## src/design/salu_pkg.sv

```systemverilog
`timescale 1ns / 1ps
// ----------------------------------------------------------------------------
// salu_pkg
// Shared types and constants of the stack ALU: request and response
// payloads, operation and status codes, stack cell controls.
// ----------------------------------------------------------------------------
package salu_pkg;

    localparam int WORD_W              = 32;
    localparam int DEFAULT_STACK_DEPTH = 64;
    localparam int DIV_STEPS           = WORD_W;
    localparam int DEPTH_OUT_W         = 7;

    // operation codes
    localparam logic [2:0] OP_PUSH = 3'd0;
    localparam logic [2:0] OP_ADD  = 3'd1;
    localparam logic [2:0] OP_SUB  = 3'd2;
    localparam logic [2:0] OP_DIV  = 3'd3;
    localparam logic [2:0] OP_MUL  = 3'd4;
    localparam logic [2:0] OP_MOD  = 3'd5;

    // status codes
    localparam logic [2:0] ST_OK       = 3'd0;
    localparam logic [2:0] ST_SHORT    = 3'd1;
    localparam logic [2:0] ST_DIVZERO  = 3'd2;
    localparam logic [2:0] ST_OVERFLOW = 3'd3;
    localparam logic [2:0] ST_HALTED   = 3'd4;

    typedef struct packed {
        logic [2:0]               req_type;
        logic signed [WORD_W-1:0] push_value;
    } req_t;

    typedef struct packed {
        logic [2:0]               status;
        logic signed [WORD_W-1:0] top_value;
        logic [DEPTH_OUT_W-1:0]   stack_depth;
    } res_t;

    typedef struct packed {
        logic take_above;
        logic take_below;
    } cell_ctrl_t;

    typedef struct packed {
        logic              done;
        logic [WORD_W-1:0] quotient;
        logic [WORD_W-1:0] remainder;
    } div_out_t;

endpackage

```

## src/design/salu_cell.sv

```systemverilog
`timescale 1ns / 1ps
// ----------------------------------------------------------------------------
// salu_cell
// One stack entry. Takes the word from above on a push (and, in the head cell,
// on a pop), from the entry below on a pop, and holds otherwise.
// ----------------------------------------------------------------------------
module salu_cell
    import salu_pkg::*;
(
    input  logic              clk,
    input  cell_ctrl_t        ctrl,
    input  logic [WORD_W-1:0] above,
    input  logic [WORD_W-1:0] below,
    output logic [WORD_W-1:0] value
);

    logic [WORD_W-1:0] value_reg;
    logic [WORD_W-1:0] value_next;

    always_comb
    begin
        priority if (ctrl.take_above)
        begin
            value_next = above;
        end
        else if (ctrl.take_below)
        begin
            value_next = below;
        end
        else
        begin
            value_next = value_reg;
        end
    end

    always_ff @(posedge clk)
    begin
        value_reg <= value_next;
    end

    assign value = value_reg;

endmodule

```

## config.mk

```make
export PLATFORM = sky130hd
export DESIGN_NAME = salu_cell
export DESIGN_NICKNAME = d
export VERILOG_FILES = /design/src/design/salu_pkg.sv /design/src/design/salu_cell.sv
export SDC_FILE = /design/constraint.sdc
export NUM_CORES = 1
export LEC_CHECK = 0
export BUFFER_PORTS_ARGS = -buffer_cell sky130_fd_sc_hd__buf_2
export CORE_ASPECT_RATIO = 0.7
export CORE_UTILIZATION = 43
export CTS_BUF_LIST = sky130_fd_sc_hd__clkbuf_4
export DETAILED_ROUTE_END_ITERATION = 8
export GPL_TIMING_DRIVEN = 0
export PLACE_DENSITY = 0.93
export SLEW_MARGIN = 5
export SYNTH_ARGS = -nofsm -noshare
export SYNTH_HDL_FRONTEND = slang
export SYNTH_SLANG_ARGS = --single-unit
```

## constraint.sdc

```tcl
create_clock -name clk -period 2.4 [get_ports clk]
set_clock_uncertainty 0.2 [all_clocks]
set_input_delay 0.48 -clock clk [delete_from_list [all_inputs] [get_ports clk]]
set_output_delay 0.48 -clock clk [all_outputs]
set_load 0.1 [all_outputs]
```

==> flow_summary.ini <==
[timing]
setup_ws_ns = 0.6240
slew_headroom = 0.5093
period_share = 0.7400
rsz0062_at_grt = false
setup_tns_ns = 0
tightest_slew_ns = 0.7360
drv_slew = 0
min_period_ns = 1.776
hold_viol = 0
fmax_mhz = 563.1
setup_viol = 0

[power_and_ir_drop]
sw_frac_of_total = 0.4203
cellPowerDensity_nw_per_um2 = 792.3
power_frac_comb = 0.399
total_leakage_power_nw = 1.028
pwr-share-seq = 0.419
p_sw_mw = 0.7021
internal_power_mw = 0.9682
p_clk_frac = 0.182
peakVddDrop_mv = 0.4775

[grt]
antenna_found_initial = 0
grt_pass1_vias = 1088
grt_pass1_wl_um = 4685
gr-total-overflow = 0
grt.total_usage = 0.1761
grt_max_degree = 33

[clock_network]
cts_made_buffers = 5
post_cts.repair.setup_buffers = 0
root_buffer = clkbuf_4
clkSlewWorstSetupHoldPaths_ns = 0.09
cts_tree = done
cts_hold_buf = 0
cts_sinks = 32
htree_num_levels = 2
cts_max_path_buffers = 2
cts_resized = 0

[drt]
vias = 1025
drt_wl_total_um = 2967
ant_nets = 0
drtIter0Drc = 42
viasPerCell = 4.638
dr.pass1.iters = 3
drcViolationCount = 0
wl_per_cell_um = 13.43

[floorplanning]
start_util = 0.4633
die-area_um2 = 3751
die_w_um = 72.78
placementRows = 17
core_area_um2 = 3254
fp.dieH_um = 51.54
ios = 99

[setup_path]
critPathLaunchType = register
crit_family = buffers and inverters
path_buf_inv = 1
cp_max_fo = 1
cp_slowest_cell = buf_2
max_stage_delay_ns = 0.43
crit_type = reg -> out
worstSetupEndpointType = output port
cp.arrival_ns = 1.10
crit_chain = buf_2
crit_required_ns = 1.72

[worst_hold_path]
holdCritStartpoint = above[4]
holdCritPathClass = in -> reg
worstHoldEndpoint = value[4]$_DFFE_PP_
whs_path_depth = 2

[yosys]
syn-num-nets = 136
synth_cell_types = 6
synth_cells = 69
synth_seq_cells = 32
synth_area_per_cell_um2 = 21.85
syn-cell-area_um2 = 1508
ys_seq_area_frac = 0.6373
yosysWarnings = 0

[job]
cap_viol_max_count = 0

[layout]
drive_gt1_frac = 0.8103
nets = 240
antenna_cells = 0
largest_reg_flops = 32
area_growth_pct = 39.83

[outcome]
outcome = complete, no violations

[place]
dp_hpwl_um = 2320
place_ws_ns = 0.003629
gp_congestion = 0.6765
port_buffers = 97
## per-stage QoR
step           hold slack, ns  utilization  instance area, um^2  total power, mW  std cells
6_report               0.2534       0.6478                 2108            1.670        221
5_1_grt                0.2292       0.6478                 2108            1.730        221
4_1_cts                0.2382       0.6478                 2108            1.687        221
3_5_place_dp           0.5835       0.6305                 2052            1.382        213
3_3_place_gp           0.5806       0.6305                 2052            1.372        213
2_1_floorplan          0.4975            -                 1508            1.263         69
## cells by family (layout without fill, tap and decap cells)
| family | after synthesis | in the layout | share of synthesized area |
|---|---|---|---|
| muxes | 32 | 32 | 0.3112 |
| buffers and inverters | 4 | 109 | 0.04730 |
| DFF | 32 | 32 | 0.6373 |
| and+or+nand+nor | 1 | 1 | 0.004152 |
## how the worst max path moves through the flow
stage | from | to | cells after the start
floorplan | ctrl[1] | value[0]$_DFFE_PP_ | 3
global placement | ctrl[1] | value[2]$_DFFE_PP_ | 3
detailed placement | ctrl[1] | value[3]$_DFFE_PP_ | 3
CTS | ctrl[1] | value[16]$_DFFE_PP_ | 3
global route | value[15]$_DFFE_PP_ | value[15] | 1
finish | value[16]$_DFFE_PP_ | value[16] | 1
## placed cells by master (no fill, tap or decap)
cell      synthesis  layout
clkbuf_4          0       7
buf_12            3       3
mux2_4           29      29
edfxtp_1         32      32
clkinv_1          0       1
or2_2             0       1
buf_6             1       1
buf_2             0      97
mux2_2            3       3
## per-layer routing
layer	GRT usage	wire length, um	up-vias
li1	-	-	478
met1	0.1849	1069	475
met2	0.3037	1551	57
met3	0.05620	225	15
met4	0.1242	120	0
met5	0	0	-
## final cells by class
type	count	area (um^2)
clock buffers	7	52.55
clock inverters	1	3.754
fillers	253	1146
repair buffers	97	485.5
plain buffers	4	71.32
multi-input cells	33	475.5
flip-flops and latches	32	960.9
well taps	47	58.81
## synth_stat cells, drive strengths merged
library cell | count | area share
buf | 4 | 0.047
edfxtp | 32 | 0.64
mux2 | 32 | 0.31
or2 | 1 | 0.0042
## power by group through the flow
stage / clock [mW] / sequential (mW) / combinational (mW)
CTS: 0.316 / 0.702 / 0.669
detailed placement: 0 / 0.714 / 0.668
global route: 0.339 / 0.708 / 0.684
finish: 0.304 / 0.701 / 0.666
floorplan: 0 / 1.16 / 0.0989
global placement: 0 / 0.711 / 0.661
Note: power is estimated with default switching activity, not from simulation.
