===== src/design/salu_pkg.sv =====
`timescale 1ns / 1ps
// ----------------------------------------------------------------------------
// salu_pkg
// Shared types and constants of the stack ALU: request and response
// payloads, operation and status codes, stack cell controls.
// ----------------------------------------------------------------------------
package salu_pkg;

    localparam int WORD_W              = 32;
    localparam int DEFAULT_STACK_DEPTH = 64;
    localparam int DIV_STEPS           = WORD_W;
    localparam int DEPTH_OUT_W         = 7;

    // operation codes
    localparam logic [2:0] OP_PUSH = 3'd0;
    localparam logic [2:0] OP_ADD  = 3'd1;
    localparam logic [2:0] OP_SUB  = 3'd2;
    localparam logic [2:0] OP_DIV  = 3'd3;
    localparam logic [2:0] OP_MUL  = 3'd4;
    localparam logic [2:0] OP_MOD  = 3'd5;

    // status codes
    localparam logic [2:0] ST_OK       = 3'd0;
    localparam logic [2:0] ST_SHORT    = 3'd1;
    localparam logic [2:0] ST_DIVZERO  = 3'd2;
    localparam logic [2:0] ST_OVERFLOW = 3'd3;
    localparam logic [2:0] ST_HALTED   = 3'd4;

    typedef struct packed {
        logic [2:0]               req_type;
        logic signed [WORD_W-1:0] push_value;
    } req_t;

    typedef struct packed {
        logic [2:0]               status;
        logic signed [WORD_W-1:0] top_value;
        logic [DEPTH_OUT_W-1:0]   stack_depth;
    } res_t;

    typedef struct packed {
        logic take_above;
        logic take_below;
    } cell_ctrl_t;

    typedef struct packed {
        logic              done;
        logic [WORD_W-1:0] quotient;
        logic [WORD_W-1:0] remainder;
    } div_out_t;

endpackage


===== src/design/salu_div.sv =====
`timescale 1ns / 1ps
// ----------------------------------------------------------------------------
// salu_div
// Iterative signed divider, one quotient bit per cycle. Quotient and
// remainder truncate toward zero; the remainder follows the dividend's sign.
// ----------------------------------------------------------------------------
module salu_div
    import salu_pkg::*;
(
    input  logic              clk,
    input  logic              rst_n,
    input  logic              start,
    input  logic [WORD_W-1:0] dividend,
    input  logic [WORD_W-1:0] divisor,
    output div_out_t          result
);

    localparam int CNT_W = $clog2(DIV_STEPS + 1);

    logic [CNT_W-1:0]  count_reg;
    logic [CNT_W-1:0]  count_next;
    logic              done_reg;
    logic              done_next;
    logic [WORD_W-1:0] rem_reg;
    logic [WORD_W-1:0] rem_next;
    logic [WORD_W-1:0] quo_reg;
    logic [WORD_W-1:0] quo_next;
    logic [WORD_W-1:0] dvs_reg;
    logic [WORD_W-1:0] dvs_next;
    logic              neg_q_reg;
    logic              neg_q_next;
    logic              neg_r_reg;
    logic              neg_r_next;

    logic [WORD_W:0]   rem_shift;
    logic [WORD_W:0]   diff;
    logic [WORD_W-1:0] mag_a;
    logic [WORD_W-1:0] mag_b;

    assign mag_a     = dividend[WORD_W-1] ? (WORD_W'(0) - dividend) : dividend;
    assign mag_b     = divisor[WORD_W-1] ? (WORD_W'(0) - divisor) : divisor;
    assign rem_shift = {rem_reg, quo_reg[WORD_W-1]};
    assign diff      = rem_shift - {1'b0, dvs_reg};

    always_comb
    begin
        count_next = count_reg;
        done_next  = 1'b0;
        rem_next   = rem_reg;
        quo_next   = quo_reg;
        dvs_next   = dvs_reg;
        neg_q_next = neg_q_reg;
        neg_r_next = neg_r_reg;
        if (start)
        begin
            count_next = CNT_W'(DIV_STEPS);
            rem_next   = '0;
            quo_next   = mag_a;
            dvs_next   = mag_b;
            neg_q_next = dividend[WORD_W-1] ^ divisor[WORD_W-1];
            neg_r_next = dividend[WORD_W-1];
        end
        else if (count_reg != '0)
        begin
            // restore when the trial subtraction goes negative
            if (!diff[WORD_W])
            begin
                rem_next = diff[WORD_W-1:0];
                quo_next = {quo_reg[WORD_W-2:0], 1'b1};
            end
            else
            begin
                rem_next = rem_shift[WORD_W-1:0];
                quo_next = {quo_reg[WORD_W-2:0], 1'b0};
            end
            count_next = count_reg - CNT_W'(1);
            done_next  = (count_reg == CNT_W'(1));
        end
    end

    always_ff @(posedge clk or negedge rst_n)
    begin
        if (!rst_n)
        begin
            count_reg <= '0;
            done_reg  <= 1'b0;
        end
        else
        begin
            count_reg <= count_next;
            done_reg  <= done_next;
            rem_reg   <= rem_next;
            quo_reg   <= quo_next;
            dvs_reg   <= dvs_next;
            neg_q_reg <= neg_q_next;
            neg_r_reg <= neg_r_next;
        end
    end

    assign result.done      = done_reg;
    assign result.quotient  = neg_q_reg ? (WORD_W'(0) - quo_reg) : quo_reg;
    assign result.remainder = neg_r_reg ? (WORD_W'(0) - rem_reg) : rem_reg;

endmodule


===== config.mk =====
export PLATFORM = sky130hd
export DESIGN_NAME = salu_div
export DESIGN_NICKNAME = d
export VERILOG_FILES = /design/src/design/salu_pkg.sv /design/src/design/salu_div.sv
export SDC_FILE = /design/constraint.sdc
export NUM_CORES = 1
export LEC_CHECK = 0
export ABC_AREA = 1
export BUFFER_PORTS_ARGS = -buffer_cell sky130_fd_sc_hd__buf_2
export CAP_MARGIN = 30
export CORE_ASPECT_RATIO = 0.7
export CORE_MARGIN = 5
export CORE_UTILIZATION = 40
export DETAILED_ROUTE_END_ITERATION = 10
export GPL_TIMING_DRIVEN = 0
export HOLD_SLACK_MARGIN = 0.1
export PLACE_DENSITY = 0.71
export RECOVER_POWER = 50
export SLEW_MARGIN = 0
export SYNTH_ARGS = -nofsm -noshare
export SYNTH_HDL_FRONTEND = slang
export SYNTH_SLANG_ARGS = --single-unit

===== constraint.sdc =====
create_clock -name clk -period 3.1 [get_ports clk]
set_input_delay 0.155 -clock clk [delete_from_list [all_inputs] [get_ports clk]]
set_output_delay 0.155 -clock clk [all_outputs]
set_load 0.01 [all_outputs]

==> reports/metrics.yaml, run 1 <==
clkSinkCount: 105
io_pins: 132
hold_depth: 2
rows: 49
via_per_inst: 5.06
crit_family: "simple AND/OR/NAND/NOR gates"
ys_seq_area_frac: 0.301
design.die.area_um2: 29200
nets: 1846
drtPass1Iterations: 6
initial_utilization: 0.405
use_met2: 0.291
slowest_delay_ns: 0.42
reg2regPathDepth: 18
maxCapViolations: 0
yosysUniqueCellTypes: 39
startpoint_type: "flip-flop"
p_leak_nw: 6.10
required_ns: 2.94
netlist_instances: 1593
period_needed_ns: 2.88
core_um2: 25600
ys_warn_count: 0
antenna_found_initial: 2
crit_fanout: 4
gp_congestion: 0.969
cts_made_buffers: 9
cts_buffer_depth: 2
grt_pass1_wl_um: 50400
die_h_um: 145
fmax_ghz: 0.347
clock_latency_ns: 0.36
via_count: 10500
cp_slowest_cell: "edfxtp_1"
setup_viol: 0
met3_usage: 0.0354
layout-drive-gt1-share: 0.109
power.density_nw_per_um2: 577
dp_hpwl_um: 26900
relSlewSlack: 0.103
finalCritPeriodShare: 0.930
antenna_cells: 0
h-tree-depth: 3
end_kind: "output pin"
area_growth_pct: 13.6
hold_class: "in2reg"
cp.arrival_ns: 2.73
drt_iter0_drc: 1061
path_depth: 12
track_usage: 0.218
ir_drop_v: 0.000308
clkTransAtPathRegs_ns: 0.08
fill_cells: 2622
fin_skew_ns: 0.0130
outcome: "completed"
wl_um: 32300
grt_use_met1: 0.355
post-cts-setup-buffers: 0
fin_ws_ns: 0.217
avgSynthCellArea_um2: 6.49
synth_area_um2: 10300
path_class: "reg2out"
antenna_left: 0
syn-num-nets: 1700
worst_slew_pin_slew_ns: 1.35
ys_ff_latch: 105
drc: 0
grt_overflow: 0
busiest_layer: "met1"
path_cells: "inv_1, ha_1, inv_1, nor3_2, nand2_1, nor2_1, nand4_1, nor2_1, nand2_1, o21ai_0, xor2_1, buf_2"
dp_slack_ns: 0.245
first_global_vias: 9419
hold_viol_final: 0
path_buf_inv: 3
routedWlPerCell_um: 15.6
fp.dieW_um: 202
cts_tree: "yes"
numPortBuffers: 130
fin_total_pwr_mw: 6.78
grt_max_degree: 42
root_buffer: "clkbuf_16"
slew_violations: 0
## synthesized netlist by cell type
cell type  number  area (um^2)
clkinv_1        1         3.75
nor3_2          1         10.0
nor2_1        144          541
o21a_1          1         7.51
inv_2           2         7.51
ha_1           39          488
xnor2_1        30          263
o21bai_1        4         30.0
xor2_1         91          797
a21oi_1        28          140
nor3_1         28          140
o211ai_1        2         15.0
buf_6           1         11.3
and2_1          9         56.3
nor4_1          8         50.1
o31ai_1         4         30.0
buf_1           3         11.3
o21ai_0        62          310
edfxtp_1       98         2940
and3_1          3         18.8
o21ai_1         5         25.0
a21o_1          3         22.5
buf_4           7         52.6
buf_12          1         20.0
buf_2           2         10.0
nor2_2          5         31.3
dfrtp_1         7          175
nand3_1       100          500
nand2_1       526         1970
fa_1            1         20.0
a31oi_1         6         37.5
nand4_1        27          169
nand3_2        10          100
nand3b_1        6         45.0
o22ai_1         1         6.26
inv_1         285         1070
or2_2           4         25.0
clkbuf_1       21         78.8
nand2_2        17          106
## logic make-up (layout without fill, tap and decap cells)
logic type / Yosys count / in the layout / share of synthesized area
AOI/OAI and AO/OA: 116 / 116 / 0.0604
xor gates and xnor gates: 121 / 121 / 0.102
adders and majority gates: 40 / 40 / 0.0491
buffers and inverters: 323 / 474 / 0.122
DFF: 105 / 105 / 0.301
and+or+nand+nor: 888 / 888 / 0.364
## timing repair
action,in CTS,in global routing
endpoints found under the hold margin,9,0
hold buffers,3,0
resized for setup,0,5
setup endpoints to repair,0,11
## layer usage
metal / vias up / wire (um) / share of wire
met3: 43 / 3000 / 0.093
met1: 4741 / 16400 / 0.51
met4: 4 / 624 / 0.019
li1: 5273 / - / -
met5: - / 25 / 0.00077
met2: 435 / 12200 / 0.38
## area by class of cell
class,count,area [um^2],share of cell area
Clock inverter,7,62.6,0.00532
Tap cell,331,414,0.0352
Buffer,35,184,0.0156
Inverter,288,1080,0.0920
Sequential cell,105,3120,0.265
Clock buffer,9,225,0.0192
Timing Repair Buffer,135,689,0.0587
Multi-Input combinational cell,1165,5980,0.509
## power breakdown
part | internal [mW] | switching (mW)
logic | 1.19 | 2.27
clock network | 0.565 | 0.573
registers | 1.86 | 0.322
## through the flow
| step | std cells | utilization | cell area (um^2) | TNS [ns] | hold slack, ns |
|---|---|---|---|---|---|
| after floorplan | 1593 | - | 10300 | 0 | -0.141 |
| after global placement | 2054 | 0.446 | 11400 | -20.80 | 0.363 |
| after detailed placement | 2055 | 0.448 | 11400 | 0 | 0.361 |
| after CTS | 2074 | 0.460 | 11800 | 0 | 0.104 |
| after global routing | 2075 | 0.460 | 11800 | -0.00924 | 0.118 |
| final | 2075 | 0.460 | 11800 | 0 | 0.111 |
## cell usage in the layout (no fill, tap or decap), types with 8 or more instances in the layout
cell type / netlist / final
nand4_1: 27 / 27
edfxtp_1: 98 / 98
nand3_1: 100 / 100
xor2_1: 91 / 91
inv_1: 285 / 284
a21oi_1: 28 / 27
clkbuf_16: 0 / 9
nand2_1: 526 / 526
clkbuf_1: 21 / 35
and2_1: 9 / 9
nor3_1: 28 / 27
o21ai_0: 62 / 61
xnor2_1: 30 / 30
ha_1: 39 / 39
nand2_2: 17 / 17
nor2_1: 144 / 142
nand3_2: 10 / 10
nor4_1: 8 / 8
buf_2: 2 / 120
## final timing paths
path / start / end / slack, ns
min reg2reg: count_reg[1]$_DFFE_PN0N_ / count_reg[1]$_DFFE_PN0N_ / 0.53
max in group asynchronous: rst_n / count_reg[4]$_DFFE_PN0N_ / 2.53
min: divisor[30] / dvs_reg[30]$_DFFE_PP_ / 0.11
min in group asynchronous: rst_n / count_reg[0]$_DFFE_PN0N_ / 0.36
max: quo_reg[0]$_DFFE_PP_ / result[56] / 0.22
max reg2reg: quo_reg[31]$_DFFE_PP_ / rem_reg[1]$_SDFFCE_PP0P_ / 0.22
Power figures use the tool's default switching activity.
==> run 2, diff against run 1 <==
==> constraint.sdc (replaced) <==
create_clock -name clk -period 3.5 [get_ports clk]
set_input_delay 0.175 -clock clk [delete_from_list [all_inputs] [get_ports clk]]
set_output_delay 0.175 -clock clk [all_outputs]
set_load 0.01 [all_outputs]
==> run 2 against run 1 <==
- setup slack better by 0.23 ns
- wire length down 0.32%
- critical path depth down 1
- flip-flop and latch count unchanged
- hold slack better by 0.022 ns
- combinational power down 11%
- critical path type unchanged
- largest cell class unchanged
==> reports/metrics.yaml, run 2 (same netlist as run 1, synthesis figures left out) <==
drt_iter0_drc: 1161
grt_pass1_wl_um: 50400
track_usage: 0.218
layout-drive-gt1-share: 0.107
ir_drop_v: 0.000273
outcome: "completed"
period_needed_ns: 3.05
post-cts-setup-buffers: 0
clkTransAtPathRegs_ns: 0.08
regArea_um2: 3120
crit_family: "simple AND/OR/NAND/NOR gates"
power.density_nw_per_um2: 511
via_count: 10500
crit_fanout: 5
relSlewSlack: 0.107
finalSetupTns_ns: 0
path_buf_inv: 2
initial_utilization: 0.405
setup_viol: 0
hold_viol_final: 0
timing.rr.end: "rem_reg[1]$_SDFFCE_PP0P_"
path_depth: 11
rows: 49
first_global_vias: 9419
stdcell_count: 2076
ctsHoldBuffers: 3
wl_um: 32200
cts_tree: "yes"
cts_buffer_depth: 2
required_ns: 3.32
final_common_cell: "nand2_1"
slowest_delay_ns: 0.46
routedWlPerCell_um: 15.5
clock_latency_ns: 0.36
path_cells: "inv_1, ha_1, nand3_1, nor2_1, nand2_1, nor2_1, nand3_1, o21ai_0, nand2_1, xor2_1, buf_2"
cts_resized: 0
rsz0062_at_grt: "no"
cp.arrival_ns: 2.88
path_class: "reg2out"
place_inst: 2055
gp_congestion: 0.969
fp.dieW_um: 202
grt_overflow: 0
numPortBuffers: 130
design.die.area_um2: 29200
end_kind: "output pin"
crit_start: "rem_reg[0]$_SDFFCE_PP0P_"
startpoint_type: "flip-flop"
io_pins: 132
slew_violations: 0
cp_slowest_cell: "edfxtp_1"
fin_total_pwr_mw: 6.00
rrSetupSlack_ns: 0.62
worstSetupEndpoint: "result[28]"
core_um2: 25600
antenna_left: 0
drtPass1Iterations: 5
worst_slew_pin_slew_ns: 1.34
fmax_ghz: 0.328
drc: 0
hold_class: "in2reg"
mostFrequentLayoutCells: "526 x nand2_1, 285 x inv_1, 143 x nor2_1"
antenna_found_initial: 2
worstReg2RegStart: "quo_reg[31]$_DFFE_PP_"
finalCritPeriodShare: 0.872
maxCapViolations: 0
die_h_um: 145
nets: 1846
post-route-util: 0.459
clkSinkCount: 105
fill_cells: 2622
h-tree-depth: 3
fin_skew_ns: 0.0123
via_per_inst: 5.07
dp_hpwl_um: 26900
grt_max_degree: 42
reg2regPathDepth: 18
area_growth_pct: 13.6
cts_made_buffers: 9
root_buffer: "clkbuf_16"
hold_slack_ns: 0.133
multiInputGateArea_um2: 5970
p_leak_nw: 6.10
run 2: how the worst min path moves through the flow:
stage	startpoint	end	depth (start not counted)
2_1_floorplan	rst_n	count_reg[0]$_DFFE_PN0N_	0
3_3_place_gp	divisor[0]	dvs_reg[0]$_DFFE_PP_	1
3_5_place_dp	dividend[31]	neg_r_reg$_DFFE_PP_	1
4_1_cts	divisor[4]	dvs_reg[4]$_DFFE_PP_	2
5_1_grt	divisor[4]	dvs_reg[4]$_DFFE_PP_	2
6_report	divisor[30]	dvs_reg[30]$_DFFE_PP_	2
run 2: layer usage:
layer	wire length, um	up-vias	GRT usage
met2	12000	457	0.291
met3	3210	44	0.0354
met1	16200	4732	0.355
met4	658	2	0.0553
li1	-	5283	-
met5	18	-	0
run 2: layout make-up:
cell class,count,area share
multi-input combinational,1165,0.508
sequential,105,0.265
inverter,288,0.0920
timing repair buffer,135,0.0588
tap,331,0.0353
clock buffer,9,0.0192
buffer,35,0.0157
clock inverter,7,0.00533
antenna,1,0.000213
run 2: report_power, final:
group,internal (mW),switching [mW]
logic,1.06,2.01
clock network,0.500,0.500
registers,1.65,0.281
run 2: per-stage QoR:
step | setup slack [ns] | area [um^2]
after global routing | 0.141 | 11700
after global placement | -0.268 | 11400
after detailed placement | 0.645 | 11400
after floorplan | 0.651 | 10300
after CTS | 0.432 | 11800
final | 0.447 | 11700
==> run 3, diff against run 2 <==
--- a/config.mk
+++ b/config.mk
@@ -6,15 +6,16 @@
 export NUM_CORES = 1
 export LEC_CHECK = 0
 export ABC_AREA = 1
-export BUFFER_PORTS_ARGS = -buffer_cell sky130_fd_sc_hd__buf_2
 export CAP_MARGIN = 30
 export CORE_ASPECT_RATIO = 0.7
 export CORE_MARGIN = 5
-export CORE_UTILIZATION = 40
+export CORE_UTILIZATION = 45
 export DETAILED_ROUTE_END_ITERATION = 10
+export DONT_BUFFER_PORTS = 1
+export GPL_ROUTABILITY_DRIVEN = 0
 export GPL_TIMING_DRIVEN = 0
 export HOLD_SLACK_MARGIN = 0.1
-export PLACE_DENSITY = 0.71
+export PLACE_DENSITY = 0.72
 export RECOVER_POWER = 50
 export SLEW_MARGIN = 0
 export SYNTH_ARGS = -nofsm -noshare
==> run 3 against run 2 <==
- the run now ends with capacitance limit, slew limit left
- non-clock buffer count shrank 100
- sequential power barely moved
- wire length is 2.1% lower
- register-to-register slack worse by 0.03 ns
- combinational power shrank 6%
- die area is 10% lower
- flip-flop and latch count stayed put
- sequential share of layout area up 0.90 points
- clock-buffer cell count grew 1
- first-iteration DRC count grew 9.9%
- critical endpoint is now result[26]
- largest cell class unchanged
==> reports/metrics.yaml, run 3 (same netlist as run 1, synthesis figures left out) <==
path_class: "reg2out"
stdcell_count: 1956
post-cts-setup-buffers: 0
antenna_left: 0
violations: "capacitance limit, slew limit"
startpoint_type: "flip-flop"
fin_ws_ns: 0.326
rsz0062_at_grt: "no"
rows: 46
multiInputGateArea_um2: 5970
cp.arrival_ns: 3.00
place_inst: 1906
core_um2: 22600
worst_slew_pin_slew_ns: 2.23
grt_pass1_wl_um: 49200
power.density_nw_per_um2: 515
mostFrequentLayoutCells: "526 x nand2_1, 285 x inv_1, 143 x nor2_1"
layout-drive-gt1-share: 0.0377
clkTransAtPathRegs_ns: 0.07
outcome: "complete, but fails checks"
drt_iter0_drc: 1276
maxCapViolations: 1
root_buffer: "clkbuf_16"
required_ns: 3.32
clock_latency_ns: 0.37
path_buf_inv: 1
grt_max_degree: 40
h-tree-depth: 3
hold_viol_final: 0
drtPass1Iterations: 5
antenna_cells: 0
fmax_ghz: 0.315
path_cells: "inv_1, ha_1, nand3_1, nor2_1, nand2_1, nor2_1, a21oi_1, a21oi_1, o21ai_0, xor2_1"
cts_tree: "yes"
cts_made_buffers: 9
via_count: 10200
setup_viol: 0
dp_hpwl_um: 25700
cp_slowest_cell: "edfxtp_1"
hold_class: "in2reg"
slew_violations: 40
ir_drop_v: 0.000254
crit_family: "compound AO/OA/AOI/OAI gates"
nets: 1746
io_pins: 132
area_growth_pct: 9.84
regArea_um2: 3120
clkSinkCount: 105
fill_cells: 2228
initial_utilization: 0.457
p_leak_nw: 5.72
dp_slack_ns: 0.635
track_usage: 0.241
crit_fanout: 5
die_h_um: 137
numPortBuffers: 0
routedWlPerCell_um: 16.1
final_common_cell: "nand2_1"
finalCritPeriodShare: 0.907
period_needed_ns: 3.17
drc: 0
end_kind: "output pin"
wl_um: 31500
fp.dieW_um: 191
post-route-util: 0.502
antenna_found_initial: 1
relSlewSlack: -0.489
via_per_inst: 5.19
fin_skew_ns: 0.0183
slowest_delay_ns: 0.47
first_global_vias: 9106
design.die.area_um2: 26200
grt_overflow: 0
cts_buffer_depth: 2
==> run 3: cell types whose count changed in the layout (fill, tap and decap cells not counted) <==
| cell | before | now |
|---|---|---|
| buf_12 | 2 | 1 |
| buf_2 | 121 | 2 |
| buf_4 | 5 | 4 |
| bufinv_16 | 0 | 1 |
| clkbuf_1 | 34 | 28 |
| clkbuf_4 | 2 | 0 |
| clkinv_1 | 1 | 2 |
| clkinv_4 | 2 | 0 |
| clkinvlp_4 | 0 | 1 |
| diode_2 | 1 | 0 |
| dlygate4sd3_1 | 3 | 33 |
| inv_8 | 2 | 0 |
==> run 3: stage by stage <==
step / cell area, um^2 / power, mW / hold slack, ns / TNS [ns]
after floorplan: 10300 / 3.94 / -0.121 / 0
after global placement: 10700 / 4.67 / -0.113 / -8.17
after detailed placement: 10800 / 4.73 / -0.113 / 0
after CTS: 11400 / 5.80 / 0.102 / 0
after global routing: 11400 / 6.28 / 0.111 / 0
final: 11400 / 5.85 / 0.114 / 0
==> run 3: layout make-up <==
type                            count  area share
Tap cell                          312      0.0344
Buffer                             35      0.0152
Multi-Input combinational cell   1165       0.525
Clock buffer                       10      0.0202
Sequential cell                   105       0.274
Clock inverter                      6     0.00562
Inverter                          288      0.0952
Timing Repair Buffer               35      0.0297
==> run 3: what timing repair did <==
| action | in CTS | in global routing |
|---|---|---|
| resized for setup | 0 | 0 |
| hold endpoints to repair | 70 | 0 |
| hold buffers | 34 | 0 |
==> run 3: power breakdown <==
| group | switching (mW) | internal, mW |
|---|---|---|
| clock | 0.473 | 0.557 |
| combinational | 1.95 | 0.937 |
| sequential | 0.286 | 1.65 |
| total | 2.71 | 3.14 |
==> run 3: final timing paths <==
path | start | end | slack (ns) | depth (start not counted)
min in group asynchronous | rst_n | count_reg[1]$_DFFE_PN0N_ | 1.09 | 2
max in group asynchronous | rst_n | count_reg[0]$_DFFE_PN0N_ | 1.14 | 2
worst max register to register | rem_reg[18]$_SDFFCE_PP0P_ | rem_reg[15]$_SDFFCE_PP0P_ | 0.59 | 15
worst max-delay path | rem_reg[0]$_SDFFCE_PP0P_ | result[26] | 0.33 | 10
worst min register to register | count_reg[1]$_DFFE_PN0N_ | count_reg[1]$_DFFE_PN0N_ | 0.54 | 2
worst min-delay path | divisor[30] | dvs_reg[31]$_SDFFCE_PN0P_ | 0.11 | 3
==> run 3: worst register-to-register path, delay by kind of cell, from the launching register on <==
kind | cells | cell delay [ns]
buffers and inverters | 3 | 0.43
and+or+nand+nor | 10 | 0.95
DFF | 1 | 0.58
adders and majority gates | 1 | 0.46
AOI/OAI and AO/OA | 1 | 0.25
==> run 3: metal layers <==
metal  GRT usage  wire length [um]
met2       0.306             11600
met1       0.377             14700
met4      0.0658               674
met5           0                19
met3      0.0844              4540
